[config.mk]
export PLATFORM = sky130hd
export DESIGN_NAME = collatz_first_crossing
export DESIGN_NICKNAME = d
export VERILOG_FILES = /design/src/sv/cfc_pkg.sv /design/src/sv/collatz_first_crossing.sv
export SDC_FILE = /design/constraint.sdc
export NUM_CORES = 1
export LEC_CHECK = 0
export ABC_AREA = 1
export BUFFER_PORTS_ARGS = -buffer_cell sky130_fd_sc_hd__buf_2
export CAP_MARGIN = 20
export CORE_MARGIN = 2
export CORE_UTILIZATION = 59
export DETAILED_ROUTE_END_ITERATION = 6
export PLACE_DENSITY = 0.89
export SLEW_MARGIN = 20
export SYNTH_ARGS = -nofsm -noshare
export SYNTH_HDL_FRONTEND = slang
export SYNTH_SLANG_ARGS = --single-unit
[constraint.sdc]
create_clock -name aclk -period 26.5 [get_ports aclk]
set_input_delay 7.95 -clock aclk [delete_from_list [all_inputs] [get_ports aclk]]
set_output_delay 7.95 -clock aclk [all_outputs]
set_load 0.005 [all_outputs]
[src/sv/cfc_pkg.sv]
// shared types and constants for the collatz first-crossing block
package cfc_pkg;

    typedef enum logic [1:0] {
        ST_CROSSED  = 2'd0,
        ST_NO_CROSS = 2'd1,
        ST_OVERFLOW = 2'd2
    } status_t;

    // largest x for which 3x+1 still fits in 64 bits
    localparam logic [63:0] OVF_LIMIT = 64'h5555_5555_5555_5554;

    // log3(2) with 32 fraction bits, truncated
    localparam logic [31:0] LOG3_2_Q32 = 32'd2709822657;

    localparam logic [7:0] STEP_LIMIT_RESET = 8'd170;

endpackage

[src/sv/collatz_first_crossing.sv]
// collatz first-crossing engine: one accelerated map step per clock
//
// Each transaction on s_ carries a 64-bit start value n. The engine runs the
// accelerated Collatz map one step per clock (odd x -> (3x+1)/2, even x -> x/2),
// counting odd steps q, and stops at the first step k where q drops below
// ceil(k * log3(2)) taken modulo 128. That barrier comes from a running fixed-point
// accumulator, so no table is stored. An item also ends on overflow, or when it
// runs out of steps, that is when k exceeds step_limit saturated at MAX_STEPS.
// s_ready is high only while the engine is idle. The result sits in an output
// register, so the next start value can be taken while the previous result
// waits on m_ready. step_limit is to be written through cfg_we/cfg_wdata only
// while the engine is idle; the block itself does not enforce this.
module collatz_first_crossing #(
    parameter int MAX_STEPS = 170
) (
    input  logic        aclk,
    input  logic        aresetn,

    input  logic        cfg_we,
    input  logic [7:0]  cfg_wdata,

    input  logic        s_valid,
    output logic        s_ready,
    input  logic [63:0] s_start_value,

    output logic        m_valid,
    input  logic        m_ready,
    output logic [1:0]  m_status,
    output logic [7:0]  m_crossing_step,
    output logic [7:0]  m_odd_steps,
    output logic [63:0] m_final_value,
    output logic [63:0] m_drop
);

    localparam int KW = $clog2(MAX_STEPS + 2);
    localparam int QW = $clog2(MAX_STEPS + 1);
    localparam int IW = (KW > 7) ? KW : 7;
    localparam int AW = IW + 32;
    localparam int CW = (QW > 7) ? QW : 7;
    localparam int LW = (KW > 8) ? KW : 8;

    typedef enum logic [1:0] {
        S_IDLE,
        S_RUN,
        S_FLUSH
    } state_t;

    state_t            state_reg;
    logic [7:0]        step_limit_reg;
    logic [63:0]       n_reg;
    logic [63:0]       x_reg;
    logic [QW-1:0]     q_reg;
    logic [KW-1:0]     k_reg;
    logic [AW-1:0]     acc_reg;
    cfc_pkg::status_t  status_reg;

    logic              m_valid_reg;
    logic [1:0]        m_status_reg;
    logic [7:0]        m_crossing_step_reg;
    logic [7:0]        m_odd_steps_reg;
    logic [63:0]       m_final_value_reg;
    logic [63:0]       m_drop_reg;

    logic              odd;
    logic [63:0]       x_half;
    logic [63:0]       x_next;
    logic [QW-1:0]     q_next;
    logic [6:0]        barrier;
    logic              crossed;
    logic              overflow;
    logic [LW-1:0]     lim_eff;
    logic              out_of_steps;
    logic              out_free;
    logic              done_crossed;

    assign odd      = x_reg[0];
    assign x_half   = {1'b0, x_reg[63:1]};
    // odd x: (3x+1)/2 = x + (x>>1) + 1
    assign x_next   = odd ? (x_reg + x_half + 64'd1) : x_half;
    assign q_next   = q_reg + QW'(odd);
    assign overflow = odd && (x_reg > cfc_pkg::OVF_LIMIT);

    // acc_reg holds k * log3(2); barrier is its ceiling (never an integer for k >= 1)
    assign barrier  = acc_reg[38:32] + 7'd1;
    assign crossed  = CW'(q_next) < CW'(barrier);

    always_comb begin
        if (LW'(step_limit_reg) > LW'(MAX_STEPS)) begin
            lim_eff = LW'(MAX_STEPS);
        end else begin
            lim_eff = LW'(step_limit_reg);
        end
    end

    assign out_of_steps = LW'(k_reg) > lim_eff;
    assign out_free     = !m_valid_reg || m_ready;
    assign done_crossed = status_reg == cfc_pkg::ST_CROSSED;

    always_ff @(posedge aclk) begin
        if (!aresetn) begin
            step_limit_reg <= cfc_pkg::STEP_LIMIT_RESET;
        end else if (cfg_we) begin
            step_limit_reg <= cfg_wdata;
        end
    end

    always_ff @(posedge aclk) begin
        if (!aresetn) begin
            state_reg   <= S_IDLE;
            m_valid_reg <= 1'b0;
        end else begin
            // load a finished result, else retire the one just taken
            if (state_reg == S_FLUSH && out_free) begin
                m_valid_reg <= 1'b1;
            end else if (m_ready) begin
                m_valid_reg <= 1'b0;
            end
            case (state_reg)
                S_IDLE: begin
                    if (s_valid) begin
                        n_reg     <= s_start_value;
                        x_reg     <= s_start_value;
                        q_reg     <= '0;
                        k_reg     <= KW'(1);
                        acc_reg   <= AW'(cfc_pkg::LOG3_2_Q32);
                        state_reg <= S_RUN;
                    end
                end
                S_RUN: begin
                    if (out_of_steps) begin
                        status_reg <= cfc_pkg::ST_NO_CROSS;
                        state_reg  <= S_FLUSH;
                    end else if (overflow) begin
                        status_reg <= cfc_pkg::ST_OVERFLOW;
                        state_reg  <= S_FLUSH;
                    end else begin
                        x_reg <= x_next;
                        q_reg <= q_next;
                        if (crossed) begin
                            status_reg <= cfc_pkg::ST_CROSSED;
                            state_reg  <= S_FLUSH;
                        end else begin
                            k_reg   <= k_reg + KW'(1);
                            acc_reg <= acc_reg + AW'(cfc_pkg::LOG3_2_Q32);
                        end
                    end
                end
                S_FLUSH: begin
                    if (out_free) begin
                        m_status_reg <= status_reg;
                        if (done_crossed) begin
                            m_crossing_step_reg <= 8'(k_reg);
                            m_odd_steps_reg     <= 8'(q_reg);
                            m_final_value_reg   <= x_reg;
                            m_drop_reg          <= n_reg - x_reg;
                        end else begin
                            m_crossing_step_reg <= '0;
                            m_odd_steps_reg     <= '0;
                            m_final_value_reg   <= '0;
                            m_drop_reg          <= '0;
                        end
                        state_reg <= S_IDLE;
                    end
                end
                default: begin
                    state_reg <= S_IDLE;
                end
            endcase
        end
    end

    assign s_ready         = state_reg == S_IDLE;
    assign m_valid         = m_valid_reg;
    assign m_status        = m_status_reg;
    assign m_crossing_step = m_crossing_step_reg;
    assign m_odd_steps     = m_odd_steps_reg;
    assign m_final_value   = m_final_value_reg;
    assign m_drop          = m_drop_reg;

endmodule

==> After elaboration in Yosys (flattened, before gate mapping) <==
Index checks and enable logic that the tools add are counted.
{ "totals": {"register_bits": 343, "inputBits": 77, "out_inout_bits": 148, "elab_cells": 78} }
{ "op_classes": {"addsub": 7, "n_lt_le_gt_ge": 4, "n_eq_ne": 8, "n_mux": 30, "n_reduce_logical": 15} }
{ "ops": {"columns": ["op", "n"], "rows": [
  ["64-bit two-way mux", 4],
  ["40-bit two-way mux", 4],
  ["64-bit one-hot mux with 2 select lines", 1],
  ["40-bit one-hot mux with 2 select lines", 1],
  ["64-bit by 1-bit adder with 64-bit output (second input constant)", 1],
  ["64-bit by 63-bit adder with 64-bit output", 1],
  ["64-bit by 63-bit greater-than comparator with 1-bit output (second input constant)", 1],
  ["8-bit two-way mux", 8],
  ["64-bit subtractor", 1],
  ["40-bit by 32-bit adder with 40-bit output (second input constant)", 1],
  ["8-bit one-hot mux with 2 select lines", 2],
  ["2-bit two-way mux", 7],
  ["3-bit AND reduction", 4],
  ["2-bit != test (second input constant)", 5],
  ["8-bit by 1-bit adder with 8-bit output", 1],
  ["8-bit by 1-bit adder with 8-bit output (second input constant)", 1],
  ["8-bit greater-than comparator", 1],
  ["8-bit greater-than comparator (second input constant)", 1],
  ["8-bit by 7-bit less-than comparator with 1-bit output", 1],
  ["7-bit by 1-bit adder with 7-bit output (second input constant)", 1],
  ["2-bit one-hot mux with 3 select lines", 1],
  ["6-bit AND reduction", 1],
  ["5-bit AND reduction", 1],
  ["2-bit zero test", 2],
  ["other kinds (9)", 12]
]} }

==> Longest topological paths before layout <==
Gate-level depths: netlist (run 1).
{ "logic_depth": {"ltp_word": 6, "depth_mapped": 19, "ltp_nobuf": 19} }

==> Least setup slack after synthesis (run 1) <==
OpenSTA, ideal clock, no wires.
{ "synth_timing": {"kind": "in2reg", "start": "input aresetn", "end": "register m_crossing_step_reg[0] (netlist: m_crossing_step[0]), enable pin", "setup_ps": 1009, "t_arrival_ps": 22025, "slack_ps": 3466, "stages": 3, "path_cell_list": "clkbuf_1 inv_1 nor4_1"} }
{ "synth_via": {"elab_chain_len": 1} }
{ "synth_rtl": {"columns": ["element", "line_no", "text"], "rows": [
  ["start, declared", "collatz_first_crossing.sv:17", "input logic aresetn,"],
  ["3-bit AND reduction (no line)", null, null],
  ["end signal, assigned", "collatz_first_crossing.sv:152", "m_crossing_step_reg <= 8'(k_reg);"],
  ["end, declared", "collatz_first_crossing.sv:59", "logic [7:0] m_crossing_step_reg;"]
]} }
No other way between the ends.
A chain may end at the register's enable or synchronous reset.

==> Final worst setup path (run 1) <==
{ "layout_timing": {"start": "input aresetn", "end": "register m_drop_reg[30] (netlist: m_drop[30]), enable pin"} }
{ "layout_via": {"elab_chain_len": 1} }
{ "layout_rtl": {"columns": ["element", "line_no", "text"], "rows": [
  ["3-bit AND reduction (no line)", null, null],
  ["end signal, assigned", "collatz_first_crossing.sv:155", "m_drop_reg <= n_reg - x_reg;"],
  ["end, declared", "collatz_first_crossing.sv:62", "logic [63:0] m_drop_reg;"]
]} }
No other way between the ends.

==> impl_metrics.toml, run 1 <==
[status]
status = "finished clean"

[sta]
finalSetupViolations = 0
fmax_mhz = 106
finalHoldViolCount = 0
worst_pin_slew_ps = 1070
tns_ps = 0
timing.final.crit_period_ps = 9430
min_period_over_period = 0.356
clock_skew_ps = 19.1
rsz0062_at_grt = "false"
drv_slew = 0
relSlewSlack = 0.286

[die]
fp.dieH_um = 213
pin_count = 225
placementRows = 76
initial_core_util = 0.598
core_um2 = 43100
die_x_um = 213
die_area_um2 = 45400

[routing]
top_layer_used = "met4"
viasPerCell = 5.59
wl_met2_um = 36000
routed_wl_um = 79600
vias = 24800
drtIter0Drc = 2768
drc = 0
wl_per_cell_um = 18.0
wirelength_met1_um = 32000
drtAntennaViolNets = 0
first_pass_iters = 6
wl_met3_um = 7740

[synth]
yosys-mux-area-fraction = 0
syn_inst = 3594
synth_top_family_by_area = "simple AND/OR/NAND/NOR gates"
ys_ff_latch = 342
yosys.area.top_type = "edfxtp_1"
netlist_area_um2 = 25800
synth-compound-area-share = 0.120
synth_cell_types = 50
synth_fa_ha_area_frac = 0.0865
synth-simple-area-share = 0.292
synth-edff-count = 331
yosysWarnings = 0
synthXorXnorAreaFrac = 0.00952
yosysSeqAreaShare = 0.394
yosys-top-cells-area = "edfxtp_1 39%, nand2_1 14%, ha_1 8.5%"
synthArstFlopShare = 0
yosysTopAreaCellShare = 0.386
ys.flop_type = "edfxtp_1"
synth_fp_nets = 3848
syn_avg_cell_area_um2 = 7.17

[clock_network]
cts_resized = 0
clkSinkCount = 342
cts_buffers = 37
ctsLongestPathBuffers = 3
post_cts_buffers = 0
htreeDepth = 2
clk_pin_slew_ps = 60
hold_buffers = 0
tritoncts = "done"
insertion_delay_ps = 570
root_buffer = "clkbuf_16"

[layout]
nets = 4073
area_delta_synth_final_pct = 11.3
final_layout_size_suffix_gt1_frac = 0.120
fin_util = 0.666

[worst_setup_path]
worst_r2r_endpoint = "x_reg[46]$_DFFE_PP_"
path_common_cell = "buf_4"
critPathLaunchType = "input port"
r2r_cells = 19
startpoint = "aresetn"
path_cells = "buf_2 > inv_1 > nor4_2 > buf_4 > buf_4"
cp-endpoint = "m_drop[30]$_SDFFCE_PP0P_"
arrival_ps = 9630
crit_required_ps = 26700
worst-path-buf-inv = 4
critPathMaxStageDelay_ps = 660
cp-end-kind = "flip-flop"
path_max_fanout = 63
worstSetupPathType = "in2reg"
crit_family = "buffers and inverters"
r2r_start = "x_reg[0]$_DFFE_PP_"
path_depth = 5
r2r_slack_ps = 22640
cpMaxStageDelayCell = "buf_4"

[grt]
grt_pass1_wl_um = 123000
grt_max_degree = 99
grt_pass1_vias = 23200
antenna_found_initial = 1
grtUsageTotal = 0.353
grt_overflow = 0

[run]
cap_violations = 0

[placement]
post-dp-hpwl_um = 62700
place_congestion = 1.02
port_buffers = 224

[pwr]
powerDensity_nw_per_um2 = 121
power.leakage_nw = 13.6
worst_ir_drop_vdd_uv = 86.2

[worst_hold_path]
hold_path.class = "reg2reg"
logic make-up after synthesis:
kind of cell             count (synthesis)
AND/OR/NAND/NOR                       1800
buffers and inverters                  663
AO/OA/AOI/OAI                          584
flip-flops                             342
adder cells (fa/ha/maj)                177
XOR/XNOR                                28
cells in the mapped netlist, types with 2 or more instances:
| library cell | count |
|---|---|
| nand2_1 | 987 |
| inv_1 | 549 |
| nor2_1 | 476 |
| a21oi_1 | 343 |
| edfxtp_1 | 331 |
| ha_1 | 175 |
| nand3_1 | 160 |
| o21ai_0 | 152 |
| inv_2 | 60 |
| nor2_2 | 45 |
| clkbuf_1 | 39 |
| nor3_1 | 33 |
| xor2_1 | 26 |
| o21ai_1 | 24 |
| o21bai_1 | 24 |
| nand4_1 | 23 |
| nand2_2 | 18 |
| o21a_1 | 13 |
| dfxtp_1 | 11 |
| nand3_2 | 9 |
| nor4_1 | 9 |
| nand3b_1 | 8 |
| buf_1 | 7 |
| a21boi_0 | 6 |
| and2_1 | 6 |
| nor2_4 | 6 |
| nor3_2 | 6 |
| a31oi_1 | 5 |
| a21o_1 | 4 |
| a21oi_2 | 4 |
| o211ai_1 | 4 |
| buf_2 | 3 |
| clkinv_1 | 3 |
| nor4_4 | 3 |
| fa_1 | 2 |
| nor3b_1 | 2 |
| nor4_2 | 2 |
| o21ai_2 | 2 |
| or2_2 | 2 |
| xnor2_1 | 2 |
layout by cell type (no fill, tap or decap), types with 5 or more instances in the layout:
| cell type | instances |
|---|---|
| a21boi_0 | 6 |
| a21oi_1 | 343 |
| a31oi_1 | 5 |
| and2_1 | 6 |
| buf_2 | 224 |
| buf_4 | 13 |
| clkbuf_16 | 37 |
| clkinv_1 | 7 |
| clkinv_2 | 9 |
| dfxtp_1 | 11 |
| edfxtp_1 | 331 |
| ha_1 | 175 |
| inv_1 | 546 |
| inv_2 | 61 |
| nand2_1 | 987 |
| nand2_2 | 18 |
| nand3_1 | 160 |
| nand3_2 | 9 |
| nand3b_1 | 8 |
| nand4_1 | 23 |
| nor2_1 | 473 |
| nor2_2 | 46 |
| nor2_4 | 8 |
| nor3_1 | 33 |
| nor3_2 | 6 |
| nor4_1 | 7 |
| o21a_1 | 13 |
| o21ai_0 | 152 |
| o21ai_1 | 24 |
| o21bai_1 | 24 |
| xor2_1 | 26 |
report_power, final:
group / total, W / leakage (nW) / switching (W) / internal (W)
Sequential: 0.000900 / 3.17 / 0.000104 / 0.000797
Combinational: 0.00208 / 9.83 / 0.00147 / 0.000611
Clock: 0.000501 / 0.564 / 0.000226 / 0.000275
Total: 0.00348 / 13.6 / 0.00180 / 0.00168
area by class of cell:
| class | instances | area [um2] |
|---|---|---|
| Fill cell | 3677 | 14400 |
| Multi-Input combinational cell | 2589 | 13100 |
| Sequential cell | 342 | 10200 |
| Inverter | 612 | 2300 |
| Timing Repair Buffer | 237 | 1220 |
| Clock buffer | 43 | 968 |
| Tap cell | 585 | 732 |
| Clock inverter | 23 | 178 |
| Antenna cell | 1 | 2.50 |
metrics by stage:
step | worst slack (ps) | instances | power [W] | area [um2] | hold WS, ps
finish | 17070 | 4432 | 0.00348 | 28700 | 487
global route | 16960 | 4432 | 0.00375 | 28700 | 526
CTS | 17090 | 4431 | 0.00342 | 28700 | 487
detailed placement | 16500 | 4365 | 0.00292 | 27500 | 472
global placement | 16550 | 4365 | 0.00288 | 27500 | 479
floorplan | 3470 | 3594 | 0.00233 | 25800 | 427
how the worst min path moves through the flow:
stage                                    from                        endpoint  cells after the start
6_report       step_limit_reg[2]$_SDFFE_PN0P_  step_limit_reg[2]$_SDFFE_PN0P_                      2
5_1_grt        step_limit_reg[0]$_SDFFE_PN0P_  step_limit_reg[0]$_SDFFE_PN0P_                      2
4_1_cts        step_limit_reg[2]$_SDFFE_PN0P_  step_limit_reg[2]$_SDFFE_PN0P_                      2
3_5_place_dp   step_limit_reg[0]$_SDFFE_PN0P_  step_limit_reg[0]$_SDFFE_PN0P_                      2
3_3_place_gp   step_limit_reg[0]$_SDFFE_PN0P_  step_limit_reg[0]$_SDFFE_PN0P_                      2
2_1_floorplan     status_reg[1]$_SDFFCE_PN0P_           m_status[1]$_DFFE_PP_                      0
routing by layer:
metal,global-route usage,up-vias
li1,-,12100
met1,0.466,11100
met2,0.570,1329
met3,0.0587,214
met4,0.163,0
met5,0,-
tightest hold or removal path, cell delays in order, from the launching register on:
cell	delay (ps)
dfxtp_1	310
inv_1	70
a21oi_1	60
Note: power is estimated with default switching activity, not from simulation.
==> run 2, diff against run 1 <==
Settings changed: CORE_UTILIZATION 59 to 56.
Clock period 26.5 ns to 8.1 ns, I/O delays scaled along.
==> impl_metrics.toml, run 2 (synthesized netlist as in run 1, its figures left out) <==
[status]
status = "finished clean"

[clock_network]
hold_buffers = 0
cts_resized = 0
post_cts_buffers = 0
root_buffer = "clkbuf_16"
tritoncts = "done"
insertion_delay_ps = 580
ctsLongestPathBuffers = 3
htreeDepth = 2
cts_buffers = 38
clkSinkCount = 342
clk_pin_slew_ps = 60

[grt]
grt_overflow = 0
grt_max_degree = 92
grtUsageTotal = 0.333
antenna_found_initial = 1
grt_pass1_vias = 23100
grt_pass1_wl_um = 122000

[layout]
final_layout_size_suffix_gt1_frac = 0.120
fin_util = 0.634
nets = 4072
final_common_cell = "nand2_1"
stdcell_count = 4444
layout_common_cells = "987 x nand2_1, 546 x inv_1, 473 x nor2_1"
area_delta_synth_final_pct = 11.7

[worst_setup_path]
r2r_slack_ps = 4190
path_depth = 5
r2r_cells = 17
worstSetupPathType = "in2reg"
worst_r2r_endpoint = "x_reg[2]$_DFFE_PP_"
cpMaxStageDelayCell = "buf_4"
path_common_cell = "buf_4"
crit_family = "buffers and inverters"
path_max_fanout = 70
critPathLaunchType = "input port"
worst-path-buf-inv = 4
path_cells = "buf_2 > inv_1 > nor4_4 > buf_4 > buf_4"
cp-end-kind = "flip-flop"
critPathMaxStageDelay_ps = 690
arrival_ps = 4480
r2r_start = "step_limit_reg[2]$_SDFFE_PN0P_"
crit_required_ps = 8300

[placement]
port_buffers = 224
post-dp-hpwl_um = 63600
dp.cells = 4378
place_congestion = 1.01

[worst_hold_path]
holdCritStartpoint = "step_limit_reg[5]$_SDFFE_PN1P_"
min_to = "step_limit_reg[5]$_SDFFE_PN1P_"
hold_path.class = "reg2reg"
min_path_cells = 2

[pwr]
power.leakage_nw = 13.6
finalPower_w = 0.0115
powerDensity_nw_per_um2 = 399
worst_ir_drop_vdd_uv = 308

[die]
core_um2 = 45400
die_x_um = 219
initial_core_util = 0.568
die_area_um2 = 47700
placementRows = 78
pin_count = 225
fp.dieH_um = 219

[sta]
min_period_over_period = 0.528
timing.final.crit_period_ps = 4270
rsz0062_at_grt = "false"
fmax_mhz = 234
fin_hold_ws_ps = 497
finalSetupViolations = 0
drv_slew = 0
relSlewSlack = 0.299
tns_ps = 0
finalHoldViolCount = 0
worst_pin_slew_ps = 1050
clock_skew_ps = 26.8

[routing]
routed_wl_um = 80300
drtAntennaViolNets = 0
drtIter0Drc = 2483
wl_per_cell_um = 18.1
viasPerCell = 5.59
drc = 0
vias = 24800
first_pass_iters = 7

[run]
cap_violations = 0
[run 2: where the power goes]
part | switching [W] | leakage, nW | internal [W]
clock | 0.000740 | 0.581 | 0.000981
sequential | 0.000348 | 3.17 | 0.00261
combinational | 0.00481 | 9.82 | 0.00200
[run 2: layer usage]
layer  part of all wire  vias up  global-route usage
li1                   -    12100                   -
met1               0.40    11200               0.438
met2               0.45     1310               0.532
met3              0.096      216              0.0569
met4              0.055        0               0.165
met5                  0        -                   0
[run 2: per-stage QoR]
step	instance area [um2]	setup WS [ps]
finish	28800	3830
global route	28800	3690
CTS	28800	3860
detailed placement	27600	3240
global placement	27600	3350
floorplan	25800	169
[run 2: cell type report]
type | count | area [um2]
diodes | 1 | 2.50
clock buffers | 43 | 991
clock inverters | 22 | 226
fillers | 4081 | 16600
inverters | 612 | 2300
multi-input cells | 2589 | 13200
flip-flops and latches | 342 | 10200
well taps | 600 | 751
repair buffers | 235 | 1200
[run 2: tightest hold or removal path, cell delays in order, from the launching register on]
cell     delay [ps]
dfxtp_1         320
nand2_1          70
nand3_1          50
[run 2: worst max path at each step]
stage                     startpoint                          endpoint  slack (ps)
final                        aresetn   m_final_value[35]$_SDFFCE_PP0P_        3830
after global routing         aresetn          m_drop[29]$_SDFFCE_PP0P_        3690
after CTS                    aresetn   m_final_value[24]$_SDFFCE_PP0P_        3860
after detailed placement     aresetn   m_final_value[35]$_SDFFCE_PP0P_        3240
after global placement       aresetn          m_drop[36]$_SDFFCE_PP0P_        3350
after floorplan              aresetn  m_crossing_step[0]$_SDFFCE_PP0P_         170
